<file path="src/hdl/wsm_ram.sv">
`default_nettype none
module wsm_ram #(
    parameter int DEPTH = 64,
    parameter int WIDTH = 16
) (
    input  wire logic                                     clk,
    input  wire logic                                     we,
    input  wire logic [((DEPTH > 1) ? $clog2(DEPTH) : 1)-1:0] waddr,
    input  wire logic [WIDTH-1:0]                         wdata,
    input  wire logic [((DEPTH > 1) ? $clog2(DEPTH) : 1)-1:0] raddr,
    output logic      [WIDTH-1:0]                         rdata
);

    logic [WIDTH-1:0] mem [DEPTH];

    always_ff @(posedge clk)
    begin
        if (we)
        begin
            mem[waddr] <= wdata;
        end
        rdata <= mem[raddr];
    end

endmodule
`default_nettype wire

</file>
<file path="config.mk">
export PLATFORM = sky130hd
export DESIGN_NAME = wsm_ram
export DESIGN_NICKNAME = d
export VERILOG_FILES = /design/src/hdl/wsm_ram.sv
export SDC_FILE = /design/constraint.sdc
export NUM_CORES = 1
export LEC_CHECK = 0
export BUFFER_PORTS_ARGS = -buffer_cell sky130_fd_sc_hd__buf_2
export CORE_AREA = 4 4 258 260
export DETAILED_ROUTE_END_ITERATION = 10
export DIE_AREA = 0 0 262 264
export PLACE_DENSITY_LB_ADDON = 0.3
export SLEW_MARGIN = 30
export SYNTH_ARGS = -nofsm -noshare
export SYNTH_HDL_FRONTEND = slang
export SYNTH_SLANG_ARGS = --single-unit
</file>
<file path="constraint.sdc">
create_clock -name clk -period 2.9 [get_ports clk]
set_input_delay 0.29 -clock clk [delete_from_list [all_inputs] [get_ports clk]]
set_output_delay 0.29 -clock clk [all_outputs]
set_load 0.01 [all_outputs]
</file>
======== Word level (Yosys, flattened, before mapping) ========
Memories as Yosys holds them, arrays and structs flattened. A register that Yosys moved wholly into a read port is not among the register bits.
Cells that the tools add are included.
word-level totals
  output and inout port bits .............. 16
  memory bits (writable) .................. 1024
  word-level logic and storage cells ...... 3
  flip-flop bits (word level) ............. 0
  input bits .............................. 30
  memories ................................ 1
operators by class
  multiplexer cells ....................... 2
memory list
  name  words  bits a word  read ports  clocked after memory_dff  wr ports  RTL line  text
  mem   64     16           1           1                         1         14        logic [WIDTH-1:0] mem [DEPTH];
operators with widths
  cell               number
  two-way mux 1 bit  2

======== Logic depth before layout (Yosys ltp) ========
  depth after elaboration ................. 2
  depth in mapped cells ................... 10
  gate-level depth less buffers ........... 5

======== Worst setup path after synthesis ========
OpenSTA, ideal clock, no wires.
  path kind ............................... input port to flip-flop
  start ................................... input waddr[3] (netlist bit)
  end ..................................... memory mem[48][0], enable pin
  arrival ................................. 1.916 ns
  data required time ...................... 2.491 ns
  library setup time ...................... 0.409 ns
  path slack .............................. 0.575 ns
  cell stages on the path ................. 4
  path through ............................ clkbuf_1 -> nor2b_1 -> nand4b_1 -> nor3_1
RTL lines
  what             RTL line  text
  start, declared  8         input wire logic [((DEPTH > 1) ? $clog2(DEPTH) : 1)-1:0] waddr,
  end, declared    14
Straight into the memory's write port.

==> results.yml <==
run_status:
  status: "finished, final reports clean"
timing:
  fmax_mhz: 477
  hold_viol_final: 0
  max_slew_margin_pct: 32.1
  grt_setup_unrepaired: "false"
  clock_skew_ns: 0.0334
  fin_tns_setup_ns: 0
  worstMarginPinSlew_ns: 1.02
  setup_viol: 0
  fin_crit_sh_pct: 72.3
  period_needed_ns: 2.10
  drv_slew: 0
  holdWs_ns: 0.0581
min_path:
  min_to: "mem[28][11]"
  hold_path_depth: 1
  hold_start: "wdata[11]"
  hp-class: "input pin to flip-flop"
critical_path:
  crit_required_ns: 3.42
  crit_chain: "mux4_2 -> mux2i_1 -> a22oi_1 -> a31oi_1 -> buf_4 -> a311oi_1"
  worst_path_max_delay_cell: "mux4_2"
  arrival_ns: 2.62
  max_stage_delay_ns: 0.48
  ff2ff_setup_slack_ns: 0.80
  worst_path_dominant_cell_family: "multiplexers"
  critPathBufInv: 1
  crit_type: "flip-flop to flip-flop"
  crit_path_start_kind: "flip-flop"
  path_max_fanout: 1
  reg2regPathDepth: 6
  end_kind: "flip-flop"
  timing.rr.end: "rdata[9]"
  timing.rr.start: "mem[23][9]"
finish:
  nNetsFinal: 2067
  fillers: 3668
  seqCellArea_um2: 31100
  syn2layout_area_growth_pct: 13.0
  multi_input_area_um2: 8260
  layout-drive-gt1-share_pct: 28.7
  design_area_um2: 45300
logic_synthesis:
  synth_common_cells: "edfxtp_1 (1024), mux4_2 (220), mux2i_1 (85)"
  yosysMostFrequentCell: "edfxtp_1"
  synth_top_cells_by_area: "edfxtp_1 (77%), mux4_2 (12%), mux2i_1 (2.1%), dfxtp_1 (0.80%), mux2_2 (0.76%)"
  syn-cell-area_um2: 40000
  ys_ff_latch: 1040
  yosysWarnings: 0
  synth.yosys.seq_area_share_pct: 77.6
  synth-edff-count: 1024
  synth_nets: 1859
  synth_top_area_cell: "edfxtp_1"
  synthFlopType: "edfxtp_1"
  yosysUniqueCellTypes: 43
  syn-mean-instance-area_um2: 21.9
  synth_top_area_share_pct: 76.8
  synthCells: 1829
  synthArstFlopShare_pct: 0
route:
  wl_um: 93400
  firstDrtPassIters: 6
  drt_iter0_drc: 2825
  drc: 0
  num_vias: 19900
  wl_per_cell_um: 31.4
  vias_per_cell: 6.68
  ant_nets: 0
grt:
  antenna_found_initial: 6
  grtUsageMet3_pct: 5.75
  grt_use_met1_pct: 41.2
  grt_max_degree: 65
  grt-busiest-layer: "met2"
  grt_pass1_vias: 20100
  grt_overflow_total: 0
  met2_usage_pct: 42.2
  grt_usage_pct: 27.6
  grt_pass1_wl_um: 138000
job:
  maxCapViolCount: 0
die:
  initial_core_util_pct: 62.5
  die_w_um: 262
  design.core.area_um2: 64100
  num_rows: 93
  die-area_um2: 69200
  io_pins: 46
  die_y_um: 264
cts:
  h-tree-depth: 3
  clk_pin_slew_ns: 0.06
  worstSkewPairLatency_ns: 0.66
  tritoncts: "yes"
  cts.sink_count: 1040
  clk_path_buf_depth: 3
  cts_resized: 0
  cts_made_buffers: 100
  post_cts_buffers: 0
  cts_hold_buf: 0
  root_buffer: "clkbuf_16"
place:
  portBuffers: 45
  hpwl_um: 56500
  gp_congestion: 0.873
  postPlaceCellArea_um2: 42100
pwr:
  leakage_nw: 14.6
  power.total_mw: 30.7
  p_per_area_nw_per_um2: 679
  ir_drop_uv: 501
where the power goes:
group          leakage [nW]  total (mW)  switching [mW]  internal, mW
Clock                  1.53        12.4            5.38          7.04
Combinational          3.70        1.62           0.990         0.626
Sequential             9.35        16.7          0.0668          16.6
through the flow:
step | setup slack (ns) | instances | util, %
after floorplan | 0.575 | 1829 | -
final | 0.802 | 2974 | 70.6
after detailed placement | 0.234 | 2790 | 65.7
after global placement | 0.280 | 2790 | 65.7
after global routing | 0.779 | 2972 | 70.6
after CTS | 0.855 | 2971 | 70.6
metal layers:
layer | vias up | share of wire, %
met5 | - | 0.029
met4 | 4 | 3.9
met3 | 215 | 11
met2 | 1267 | 47
met1 | 10300 | 38
li1 | 8086 | -
worst max path at each step:
stage               start          to  cells after the start
3_3_place_gp     raddr[0]    rdata[8]                      7
2_1_floorplan    waddr[3]  mem[48][0]                      4
5_1_grt          raddr[0]    rdata[8]                      7
3_5_place_dp     raddr[0]    rdata[8]                      7
6_report       mem[23][9]    rdata[9]                      6
4_1_cts        mem[10][3]    rdata[3]                      6
kinds of logic after synthesis:
| logic type | after synthesis | synth area share (%) |
|---|---|---|
| buffers and inverters | 104 | 1.83 |
| AOI/OAI and AO/OA | 129 | 2.41 |
| DFF | 1040 | 77.6 |
| muxes | 336 | 15.5 |
| and+or+nand+nor | 220 | 2.65 |
sequential cells by signal, summed over array words and instances (netlist names):
register,count
rdata,16
mem,1024
layout make-up:
class | instances | area share (%)
timing repair buffer | 210 | 3.82
sequential | 1040 | 68.7
clock buffer | 123 | 5.88
clock inverter | 58 | 1.01
tap | 855 | 2.36
antenna | 3 | 0.0166
multi-input combinational | 685 | 18.2
cell usage in the layout (no fill, tap or decap), types with 12 or more instances in the layout:
master / instances
buf_12: 18
nand2_1: 59
a21oi_1: 17
nor2_1: 70
buf_4: 152
buf_2: 37
nor2b_1: 29
clkbuf_16: 103
mux4_2: 220
nand3_1: 24
mux2i_1: 85
mux2_2: 27
edfxtp_1: 1024
a221oi_1: 16
clkinv_1: 23
a22oi_1: 39
clkbuf_1: 19
dfxtp_1: 16
nand4_1: 12
clkinv_2: 20
No activity file was read; power rests on OpenSTA's default activity.
