### config.mk
export PLATFORM = sky130hd
export DESIGN_NAME = wsm_walk
export DESIGN_NICKNAME = d
export VERILOG_FILES = /design/src/hdl/wsm_pkg.sv /design/src/hdl/wsm_walk.sv
export SDC_FILE = /design/constraint.sdc
export NUM_CORES = 1
export LEC_CHECK = 0
export BUFFER_PORTS_ARGS = -buffer_cell sky130_fd_sc_hd__buf_4
export CAP_MARGIN = 0
export CORE_MARGIN = 3
export CORE_UTILIZATION = 56
export CTS_CLUSTER_DIAMETER = 40
export CTS_CLUSTER_SIZE = 30
export DETAILED_ROUTE_END_ITERATION = 8
export GPL_TIMING_DRIVEN = 0
export PLACE_DENSITY = 0.91
export SLEW_MARGIN = 30
export SYNTH_ARGS = -nofsm -noshare
export SYNTH_HDL_FRONTEND = slang
export SYNTH_SLANG_ARGS = --single-unit
### constraint.sdc
create_clock -name clk -period 3.5 [get_ports clk]
set_input_delay 0 -clock clk [delete_from_list [all_inputs] [get_ports clk]]
set_output_delay 0 -clock clk [all_outputs]
set_load 0.05 [all_outputs]
### src/hdl/wsm_pkg.sv
`default_nettype none
package wsm_pkg;

    localparam int MAX_PATTERN_CHARS = 64;
    localparam int MAX_TEXT_CHARS    = 256;

    localparam int CHAR_W = 16;

    // address widths (at least one bit) and count widths (hold the depth itself)
    localparam int PAT_AW = (MAX_PATTERN_CHARS > 1) ? $clog2(MAX_PATTERN_CHARS) : 1;
    localparam int TXT_AW = (MAX_TEXT_CHARS > 1) ? $clog2(MAX_TEXT_CHARS) : 1;
    localparam int PAT_LW = $clog2(MAX_PATTERN_CHARS + 1);
    localparam int TXT_LW = $clog2(MAX_TEXT_CHARS + 1);

    localparam logic [PAT_LW-1:0] PAT_MAX = PAT_LW'(MAX_PATTERN_CHARS);
    localparam logic [TXT_LW-1:0] TXT_MAX = TXT_LW'(MAX_TEXT_CHARS);

    localparam logic [CHAR_W-1:0] CH_STAR = 16'h002A;
    localparam logic [CHAR_W-1:0] CH_ANY  = 16'h003F;

    localparam logic MODE_PATTERN = 1'b0;
    localparam logic MODE_TEXT    = 1'b1;

    typedef struct packed {
        logic              mode;
        logic [CHAR_W-1:0] char_code;
        logic              has_char;
        logic              last;
    } in_t;

    typedef struct packed {
        logic matched;
        logic too_long;
    } out_t;

    // launch of one match walk
    typedef struct packed {
        logic              go;
        logic [PAT_LW-1:0] plen;
        logic [TXT_LW-1:0] tlen;
        logic              too_long;
    } wsm_go_t;

endpackage
`default_nettype wire

### src/hdl/wsm_walk.sv
`default_nettype none
module wsm_walk (
    input  wire logic                         clk,
    input  wire logic                         rst_n,
    input  wire wsm_pkg::wsm_go_t             ctl,
    input  wire logic [wsm_pkg::CHAR_W-1:0]   p_data,
    input  wire logic [wsm_pkg::CHAR_W-1:0]   t_data,
    output logic      [wsm_pkg::PAT_AW-1:0]   p_addr,
    output logic      [wsm_pkg::TXT_AW-1:0]   t_addr,
    output logic                              active,
    output logic                              done,
    output wsm_pkg::out_t                     result
);
    import wsm_pkg::*;

    localparam logic [2:0] S_IDLE  = 3'd0;
    localparam logic [2:0] S_READ  = 3'd1;
    localparam logic [2:0] S_EVAL  = 3'd2;
    localparam logic [2:0] S_TREAD = 3'd3;
    localparam logic [2:0] S_TEVAL = 3'd4;

    logic [2:0]        state_reg, state_next;
    logic [PAT_LW-1:0] pi_reg, pi_next;
    logic [PAT_LW-1:0] star_reg, star_next;
    logic [TXT_LW-1:0] ti_reg, ti_next;
    logic [TXT_LW-1:0] mark_reg, mark_next;
    logic              have_star_reg, have_star_next;
    logic [PAT_LW-1:0] plen_reg, plen_next;
    logic [TXT_LW-1:0] tlen_reg, tlen_next;
    logic              done_reg, done_next;
    out_t              result_reg, result_next;
    logic              pin;

    assign p_addr = pi_reg[PAT_AW-1:0];
    assign t_addr = ti_reg[TXT_AW-1:0];
    assign active = (state_reg != S_IDLE);
    assign done   = done_reg;
    assign result = result_reg;
    assign pin    = (pi_reg < plen_reg);

    always_comb
    begin
        state_next     = state_reg;
        pi_next        = pi_reg;
        star_next      = star_reg;
        ti_next        = ti_reg;
        mark_next      = mark_reg;
        have_star_next = have_star_reg;
        plen_next      = plen_reg;
        tlen_next      = tlen_reg;
        done_next      = 1'b0;
        result_next    = result_reg;
        case (state_reg)
            S_IDLE:
            begin
                if (ctl.go)
                begin
                    plen_next      = ctl.plen;
                    tlen_next      = ctl.tlen;
                    pi_next        = '0;
                    ti_next        = '0;
                    have_star_next = 1'b0;
                    if (ctl.too_long)
                    begin
                        done_next   = 1'b1;
                        result_next = '{matched: 1'b0, too_long: 1'b1};
                    end
                    else if (ctl.tlen == '0)
                    begin
                        state_next = S_TREAD;
                    end
                    else
                    begin
                        state_next = S_READ;
                    end
                end
            end
            S_READ:
            begin
                state_next = S_EVAL;
            end
            S_EVAL:
            begin
                state_next = S_READ;
                if (pin && (p_data == CH_ANY || p_data == t_data))
                begin
                    ti_next = ti_reg + 1'b1;
                    pi_next = pi_reg + 1'b1;
                end
                else if (pin && p_data == CH_STAR)
                begin
                    have_star_next = 1'b1;
                    star_next      = pi_reg;
                    mark_next      = ti_reg;
                    pi_next        = pi_reg + 1'b1;
                end
                else if (have_star_reg)
                begin
                    pi_next   = star_reg + 1'b1;
                    mark_next = mark_reg + 1'b1;
                    ti_next   = mark_reg + 1'b1;
                end
                else
                begin
                    // mismatch with no star to fall back on
                    state_next  = S_IDLE;
                    done_next   = 1'b1;
                    result_next = '{matched: 1'b0, too_long: 1'b0};
                end
                if (state_next == S_READ && ti_next >= tlen_reg)
                begin
                    state_next = S_TREAD;
                end
            end
            S_TREAD:
            begin
                state_next = S_TEVAL;
            end
            S_TEVAL:
            begin
                // skip trailing stars
                if (pin && p_data == CH_STAR)
                begin
                    pi_next    = pi_reg + 1'b1;
                    state_next = S_TREAD;
                end
                else
                begin
                    state_next  = S_IDLE;
                    done_next   = 1'b1;
                    result_next = '{matched: (pi_reg == plen_reg), too_long: 1'b0};
                end
            end
            default:
            begin
                state_next = S_IDLE;
            end
        endcase
    end

    always_ff @(posedge clk or negedge rst_n)
    begin
        if (!rst_n)
        begin
            state_reg <= S_IDLE;
            done_reg  <= 1'b0;
        end
        else
        begin
            state_reg <= state_next;
            done_reg  <= done_next;
        end
    end

    always_ff @(posedge clk)
    begin
        pi_reg        <= pi_next;
        star_reg      <= star_next;
        ti_reg        <= ti_next;
        mark_reg      <= mark_next;
        have_star_reg <= have_star_next;
        plen_reg      <= plen_next;
        tlen_reg      <= tlen_next;
        result_reg    <= result_next;
    end

endmodule
`default_nettype wire

== Word level (Yosys, flattened, before mapping) ==
Cells that the tools add are included.
Widths: inputs -> output; s select.

* Add/sub/neg operators: 4
* Magnitude comparators: 2
* Equal/unequal tests: 19
* Multiplexer cells: 42
* Bitwise gates (word level): 1
* Reduce and logical (&&, ||, !) cells: 18

{| class="wikitable"
|+ Operators with widths
! operator !! count
|-
| $mux 9 || 7
|-
| $mux 7 || 5
|-
| $eq 16x6->1 const B || 2
|-
| $pmux 7 s3 || 1
|-
| $add 9x1->9 const B || 2
|-
| $ne 2x2->1 const B || 9
|-
| $pmux 9 s2 || 1
|-
| $eq 16x16->1 || 1
|-
| $mux 2 || 8
|-
| $pmux 3 s5 || 1
|-
| $add 7x1->7 const B || 2
|-
| $mux 1 || 12
|-
| $mux 3 || 4
|-
| $ge 9x9->1 || 1
|-
| $logic_not 9->1 || 1
|-
| $reduce_and 4->1 || 2
|-
| $eq 7x7->1 || 1
|-
| $lt 7x7->1 || 1
|-
| $reduce_and 7->1 || 1
|-
| $eq 3x1->1 const B || 2
|-
| $eq 3x2->1 const B || 2
|-
| $pmux 2 s3 || 1
|-
| $reduce_and 2->1 || 3
|-
| $reduce_and 3->1 || 2
|-
| 10 further kinds || 14
|}

* Bits in registers: 55
* Bits of input ports: 52
* Output and inout port bits: 18
* Word-level logic and storage cells: 97

== Depth between registers and ports, before layout ==
Gate-level depths: netlist of run 1.

* Depth after elaboration: 9
* Gate-level depth with buffers: 16
* Mapped depth without buffers: 15

== Least setup slack after synthesis of run 1 ==
Ideal clock, no wire load.

* Path kind: register to register
* Start point: register pi_reg[4]
* End point: register state_reg[1]
* Setup time: 0.137 ns
* Arrival: 2.953 ns
* Data required time: 3.363 ns
* Path slack: 0.411 ns
* Cell stages (with the launch flop): 16
* Path buffers: 2
* Clock period less this slack: 3.089 ns
* Cells stage by stage: edfxtp_1 > ha_1 > a211oi_1 > o21ba_2 > and4_1 > buf_2 > nor2_4 > buf_4 > a31o_1 > a21oi_1 > ha_1 > a21o_1 > a211oi_1 > o21ai_0 > a21oi_1 > o22ai_1

* Longest elaborated chain between the ends: 9
* Elaborated cells between the ends (all ways): 15
* Those cells by class: 2 x order compare; 1 x eq/ne; 9 x mux; 3 x reduce/logical

{| class="wikitable"
|+ Ends and longest elaborated chain
! item !! line !! source
|-
| start: declaration || wsm_walk.sv:23 || <nowiki>logic [PAT_LW-1:0] pi_reg, pi_next;</nowiki>
|-
| start signal: assignment || wsm_walk.sv:157 || <nowiki>pi_reg <= pi_next;</nowiki>
|-
| $lt 7x7->1 (*) || wsm_walk.sv:39 || <nowiki>assign pin = (pi_reg < plen_reg);</nowiki>
|-
| $logic_and 1x1->1 || wsm_walk.sv:90, wsm_walk.sv:122 ||
|-
| $mux 9 / $mux 1 (equally long branches) || wsm_walk.sv:90 || <nowiki>else if (pin && p_data == CH_STAR)</nowiki>
|-
| $mux 9 / $mux 1 (equally long branches) || wsm_walk.sv:85 || <nowiki>if (pin && (p_data == CH_ANY || p_data == t_data))</nowiki>
|-
| $mux 9 / $mux 3 (equally long branches) || wsm_walk.sv:53 || <nowiki>case (state_reg)</nowiki>
|-
| $ge 9x9->1 / $eq 3x1->1 (equally long branches) || wsm_walk.sv:110 || <nowiki>if (state_next == S_READ && ti_next >= tlen_reg)</nowiki>
|-
| $logic_and 1x1->1 || wsm_walk.sv:110 ||
|-
| $mux 3 || wsm_walk.sv:110 ||
|-
| $pmux 3 s5 (*) || wsm_walk.sv:53 ||
|-
| end signal: assignment || wsm_walk.sv:150 || <nowiki>state_reg <= state_next;</nowiki>
|-
| end: declaration || wsm_walk.sv:22 || <nowiki>logic [2:0] state_reg, state_next;</nowiki>
|}

Every way passes the cells marked *; elsewhere a longest branch is shown, timed or not. The select of a mux whose other input is x is not followed.
A chain may end at the register's enable or synchronous reset.

== Worst setup path after layout of run 1 ==
Same ends and word-level chain as after synthesis.

==> impl_results.md, run 1 <==
* Status: complete, but fails checks
* Failing checks: negative setup slack
* Peak Freq at between 200 and 300 MHz
* Main flop type after synthesis: edfxtp_1
* Flops & latches, synth at 55
* Final setup skew at 0.0130 ns
* Post-synth EDFFs at around 50
* Leakage Power at 2.03 nW
* IO buf count at 69
* Syn Inst Count at approximately 350
* Final hold viol count at 0
* Peak VDD IR at 0.594 mV
* P&R area growth vs syn at 30.6%
* DR iter-0 viols at around 380
* Power per standard cell area at 765 nW/um2
* Crit-path max FO at 6
* First-pass GRT wire length at approximately 16000 um
* Max Buffers Root-to-Sink at 2
* Clk slew on worst S/H paths at about 0.10 ns
* Pre-Repair DR Iteration Count at 5
* Remaining antenna violation count at 0
* WL per Instance at 20.0 um
* Synthesized net count at about 430
* Met1 Use GR at a little under a third
* Congestion Overflow GR at 0
* Seq/Total Area, Yosys at approximately 44%
* Final slew viol count at 0
* Via Count at 3340
* Synth unique cells at 52
* Top post-synthesis cells by area: edfxtp_1 (41%), xor2_1 (6.8%), ha_1 (6.7%)
* CP Launch Type: flop
* Tot GR Track Use at 26.1%
* Layout cell share with drive strength beyond 1 at 31.5%
* Pre-CTS setup slack at -0.0975 ns
* Final worst slack at -0.0564 ns
* Commonest non-fill, non-tap cell in the layout: buf_4
* Vias in the first global route at between 3000 and 4000
* Fraction of registers with async set/reset at ~7.3%
* Clk sink count at 55
* Core Region at approximately 6400 um2
* CTS buffer count at 5
* Most frequent cells in the layout: buf_4 (98), edfxtp_1 (51), inv_1 (29), xor2_1 (29), nor2_1 (23)
* Chip width at between 80 and 90 um
* Worst-Margin Slew at approximately 0.77 ns
* Post-Syn Area per Cell at between 10 and 15 um2
* Worst-skew pair later-pin latency at around 0.32 ns
* CP Class: reg2reg
* Die H at 87.4 um
* CTS tree: done
* Antenna violations before repair at 0
* Met2 Track Usage GR at between 40 and 50%
* Setup_tns at -0.0564 ns
* Post-route clock period utilization at 102%
* Yosys top cell by area: edfxtp_1
* WL final at between 10000 and 15000 um
* Critical Path Sink Type: flop
* Busiest grt layer: met2
* DRC at 0
* Post-synth top area share at between 40 and 50%
* Cell Area, Synth at between 3000 and 4000 um2
* Fin crit period at between 3 and 4 ns
* Number of core rows at 29
* Final Cell Area at between 4000 and 5000 um2
* Max-cap viol count at 0
* Grt met3 use at about 5%
* CTS H-tree depth at 2
* IO Pins at 70
* Detailed-route vias per instance at about 6.2
* Antenna Cells at 0
* DP HPWL at 6700 um
* Routability cong. at a little over 0.9
* Crit path DAT at 3.74 ns
* Slew headroom at roughly half
* Utilization after layout at roughly three quarters
* Die ar. at 7640 um2
* Ys Warns at 0
* HP Class: in2async
* Largest net degree at the start of global routing at 19
* Final setup violation count at 1
* Fin nets at between 500 and 600
* Initial Util at 58.1%
* Dpl cell area at around 4300 um2
* Req. time, crit path at between 3 and 4 ns
* Clock root buffer: clkbuf_8
power by group:
part / total, mW / internal [mW] / switching (mW)
logic: 2.05 / 0.796 / 1.25
clock network: 0.502 / 0.286 / 0.216
registers: 1.15 / 0.985 / 0.169
final timing paths:
kind / start / endpoint / slack [ns] / cells after the start
worst max register to register: pi_reg[4]$_DFFE_PP_ / state_reg[1]$_DFFE_PN0P_ / -0.06 / 15
worst min register to register: pi_reg[1]$_DFFE_PP_ / star_reg[1]$_DFFE_PP_ / 0.59 / 0
min in group clk: ctl[17] / have_star_reg$_DFFE_PP_ / 0.13 / 3
max in group asynchronous: rst_n / state_reg[2]$_DFFE_PN0P_ / 3.38 / 2
worst min-delay path: rst_n / done$_DFF_PN0_ / 0.008 / 2
worst max-delay path: pi_reg[4]$_DFFE_PP_ / state_reg[1]$_DFFE_PN0P_ / -0.06 / 15
routing by layer:
layer	wire [um]	part of all wire (%)
met1	3680	34
met2	5480	51
met3	1110	10
met4	510	4.7
met5	0	0
area by class of cell:
cell class / instances / area, um2
Tap cell: 77 / 96.3
Fill cell: 358 / 1540
Buffer: 26 / 178
Timing Repair Buffer: 102 / 808
Clock inverter: 2 / 60.1
Clock buffer: 6 / 72.6
Multi-Input combinational cell: 242 / 1880
Inverter: 30 / 113
Sequential cell: 55 / 1630
stage by stage:
stage / instances / power, mW / hold slack [ns]
5_1_grt: 540 / 3.88 / 0.0176
4_1_cts: 529 / 3.40 / 0.00989
3_5_place_dp: 499 / 2.84 / -0.199
6_report: 540 / 3.70 / 0.00769
2_1_floorplan: 353 / 2.35 / -0.296
3_3_place_gp: 499 / 2.76 / -0.201
synth_stat cells (4+ instances only):
| master | count |
|---|---|
| a211oi_1 | 11 |
| a211oi_2 | 5 |
| a21o_1 | 4 |
| a21oi_1 | 19 |
| a31o_1 | 5 |
| a31o_2 | 4 |
| and3_1 | 9 |
| and3_2 | 4 |
| buf_4 | 15 |
| clkbuf_1 | 8 |
| dfrtp_1 | 4 |
| edfxtp_1 | 51 |
| ha_1 | 20 |
| inv_1 | 29 |
| mux2i_1 | 10 |
| nand2_1 | 19 |
| nand3_1 | 15 |
| nand4_1 | 4 |
| nor2_1 | 23 |
| nor3_1 | 8 |
| nor4_1 | 5 |
| o21ai_0 | 7 |
| o31ai_1 | 5 |
| xnor2_1 | 5 |
| xor2_1 | 29 |
critical path: stages, from the launching register on:
cell      delay [ns]
edfxtp_1        0.48
ha_4            0.29
a211oi_2        0.35
o21ba_2         0.24
and4_1          0.21
buf_4           0.16
nor2_4          0.07
buf_6           0.14
a31o_1          0.25
a21oi_2         0.19
ha_1            0.28
a21o_1          0.17
a211oi_2        0.21
o21ai_1         0.09
a21oi_1         0.18
o22ai_1         0.12
timing repair:
| item | 4_1_cts | 5_1_grt |
|---|---|---|
| endpoints found under the setup margin | 1 | 1 |
| buffers inserted | 4 | 10 |
| hold endpoints to repair | 21 | 0 |
| hold buffers | 18 | 0 |
| gates cloned | 0 | 1 |
| pin swaps | 0 | 8 |
| resized for setup | 2 | 17 |
cell families after synthesis:
family / after synthesis / share of synthesized area, %
adder cells (fa/ha/maj): 20 / 6.75
XOR/XNOR: 34 / 8.03
buffers and inverters: 56 / 7.62
flip-flops: 55 / 44.0
multiplexers: 10 / 2.70
AND/OR/NAND/NOR: 102 / 15.5
AO/OA/AOI/OAI: 76 / 15.5
(Power assumes the default switching activity.)
==> run 2: changes to the inputs <==
CELL_PAD_IN_SITES_DETAIL_PLACEMENT = 1   (was not set)
CELL_PAD_IN_SITES_GLOBAL_PLACEMENT = 1   (was not set)
CORE_UTILIZATION = 44   (was 56)
PLACE_DENSITY = 0.92   (was 0.91)
==> impl_results.md, run 2 (synthesized netlist as in run 1, its figures left out) <==
* Status: complete, but fails checks (unchanged)
* Failing checks: negative setup slack (unchanged)
* Die ar. at 9570 um2 (was 7640 um2)
* Critical-path cell list: inv_1, ha_4, a211oi_2, o21ba_4, nand2_2, a21oi_4, buf_6, mux2i_2, a21oi_2, ha_1, a21o_1, a211oi_2, o21ai_2, a21oi_2, o22ai_1 (was ha_4, a211oi_2, o21ba_2, and4_1, buf_4, nor2_4, buf_6, a31o_1, a21oi_2, ha_1, a21o_1, a211oi_2, o21ai_1, a21oi_1, o22ai_1)
* Core Region at 7970 um2 (was 6390 um2)
* Final slew viol count at 0 (unchanged)
* Final setup skew at 0.0147 ns (was 0.0130 ns)
* Slew headroom at 40.3% (was 48.5%)
* Crit-path slowest cell: edfxtp_1 (unchanged)
* Initial Util at 46.5% (was 58.1%)
* DR iter-0 viols at 401 (was 379)
* Chip width at 97.8 um (was 87.4 um)
* First-pass GRT wire length at 18800 um (was 15500 um)
* Setup_tns at -0.105 ns (was -0.0564 ns)
* Fill count at 843 (was 358)
* Switching share of total power at 47.4% (was 44.2%)
* Congestion Overflow GR at 0 (unchanged)
* Number of core rows at 32 (was 29)
* Final setup violation count at 1 (unchanged)
* R2R setup slack at -0.11 ns (was -0.06 ns)
* Critical path buffers and inverters at 2 (unchanged)
* Leakage Power at 2.08 nW (was 2.03 nW)
* Crit path largest cell delay at 0.39 ns (was 0.48 ns)
* Routability cong. at 0.847 (was 0.912)
* Area of the multi-input gates at 1940 um2 (was 1880 um2)
* Antenna Cells at 0 (unchanged)
* Max-cap viol count at 0 (unchanged)
* Req. time, crit path at 3.69 ns (was 3.68 ns)
* Crit path max-delay family: compound AO/OA/AOI/OAI gates (unchanged)
* Power per standard cell area at 804 nW/um2 (was 765 nW/um2)
* Comb power frac at 58.8% (was 55.3%)
* Clk slew on worst S/H paths at 0.11 ns (was 0.10 ns)
* Clk sink count at 55 (unchanged)
* Via Count at 3665 (was 3340)
* Die H at 97.8 um (was 87.4 um)
* CP Launch Type: flop (unchanged)
* Largest net degree at the start of global routing at 19 (unchanged)
* Layout cell share with drive strength beyond 1 at 34.8% (was 31.5%)
* Tot GR Track Use at 24.8% (was 26.1%)
* Utilization after layout at 62.5% (was 75.8%)
* Detailed-route vias per instance at 6.42 (was 6.19)
* Peak Freq at 277 MHz (was 281 MHz)
* Max Buffers Root-to-Sink at 2 (unchanged)
* Crit-path max FO at 10 (was 6)
* Reg power frac at 29.5% (was 31.2%)
* Final worst slack at -0.105 ns (was -0.0564 ns)
* WL per Instance at 26.2 um (was 20.0 um)
* P&R area growth vs syn at 34.3% (was 30.6%)
* Final hold viol count at 0 (unchanged)
* WL final at 14900 um (was 10800 um)
* Pre-CTS setup slack at -0.212 ns (was -0.0975 ns)
* Clock root buffer: clkbuf_8 (unchanged)
* Worst-Margin Slew at 0.888 ns (was 0.765 ns)
* CTS buffer count at 5 (unchanged)
* CTS H-tree depth at 2 (unchanged)
* Crit path DAT at 3.80 ns (was 3.74 ns)
* Fin nets at 540 (was 534)
* Post-route clock period utilization at 103% (was 102%)
* IO Pins at 70 (unchanged)
* Clock Power Share at 11.7% (was 13.6%)
* DRC at 0 (unchanged)
* Fin crit period at 3.61 ns (was 3.56 ns)
* Most frequent cells in the layout: buf_4 (104), edfxtp_1 (51), inv_1 (29), xor2_1 (29), nor2_1 (22) (was buf_4 (98), edfxtp_1 (51), inv_1 (29), xor2_1 (29), nor2_1 (23))
* Psw at 1.90 mW (was 1.63 mW)
* Commonest non-fill, non-tap cell in the layout: buf_4 (unchanged)
* Pre-Repair DR Iteration Count at 5 (unchanged)
* HP Class: in2async (unchanged)
* CTS tree: done (unchanged)
* IO buf count at 69 (unchanged)
* Final Power at 4.01 mW (was 3.70 mW)
* Critical Path Sink Type: flop (unchanged)
* DP HPWL at 7660 um (was 6700 um)
* Antenna violations before repair at 0 (unchanged)
* Worst-skew pair later-pin latency at 0.33 ns (was 0.32 ns)
* Peak VDD IR at 0.475 mV (was 0.594 mV)
* CP Class: reg2reg (unchanged)
* Int Power at 2.11 mW (was 2.07 mW)
* Vias in the first global route at 3581 (was 3264)
* FF/Latch Area at 1630 um2 (unchanged)
* Remaining antenna violation count at 0 (unchanged)
run 2: changes by cell type in the layout (fill, tap and decap cells not counted), moves of 2 or more:
cell,delta
o21ai_1,-2
a21oi_2,+2
a21oi_1,-2
o21ai_2,+2
buf_4,+6
run 2: through the flow:
stage	cells	hold WS, ns	area [um2]
finish	571	0.00571	4980
global route	571	0.00228	4980
CTS	555	0.000437	4720
detailed placement	524	-0.197	4360
global placement	524	-0.200	4350
floorplan	353	-0.296	3710
run 2: repair_timing:
item	4_1_cts	5_1_grt
pin swaps	0	13
endpoints found under the setup margin	10	1
endpoints found under the hold margin	21	0
resized for setup	6	24
buffers inserted	5	16
hold buffers	18	0
gates cloned	0	1
run 2: power by group through the flow:
| stage | Sequential [mW] | Combinational, mW | Clock, mW |
|---|---|---|---|
| final | 1.18 | 2.36 | 0.470 |
| after global routing | 1.20 | 2.45 | 0.489 |
| after CTS | 1.13 | 1.85 | 0.444 |
| after detailed placement | 1.18 | 1.70 | 0 |
| after global placement | 1.17 | 1.62 | 0 |
| after floorplan | 1.15 | 1.20 | 0 |
run 2: path summary, 6_finish.rpt:
check / end / startpoint / depth (start not counted)
min reg2reg: star_reg[0]$_DFFE_PP_ / pi_reg[0]$_DFFE_PP_ / 0
min: state_reg[0]$_DFFE_PN0P_ / rst_n / 2
max: state_reg[1]$_DFFE_PN0P_ / plen_reg[4]$_DFFE_PP_ / 15
min in group clk: state_reg[0]$_DFFE_PN0P_ / ctl[17] / 4
max in group asynchronous: state_reg[2]$_DFFE_PN0P_ / rst_n / 2
max reg2reg: state_reg[1]$_DFFE_PN0P_ / plen_reg[4]$_DFFE_PP_ / 15
run 2: per-layer routing:
metal,wire length [um],vias up,global-route usage [%]
li1,-,1521,-
met1,5820,1786,29.7
met2,7010,289,43.0
met3,1290,69,4.57
met4,829,0,11.2
met5,0,-,2.56
run 2: cell type report:
class	count	area share, %
buffer	25	3.49
clock buffer	6	1.66
clock inverter	2	0.703
inverter	30	2.26
multi-input combinational	242	38.9
sequential	55	32.7
tap	102	2.56
timing repair buffer	109	17.7
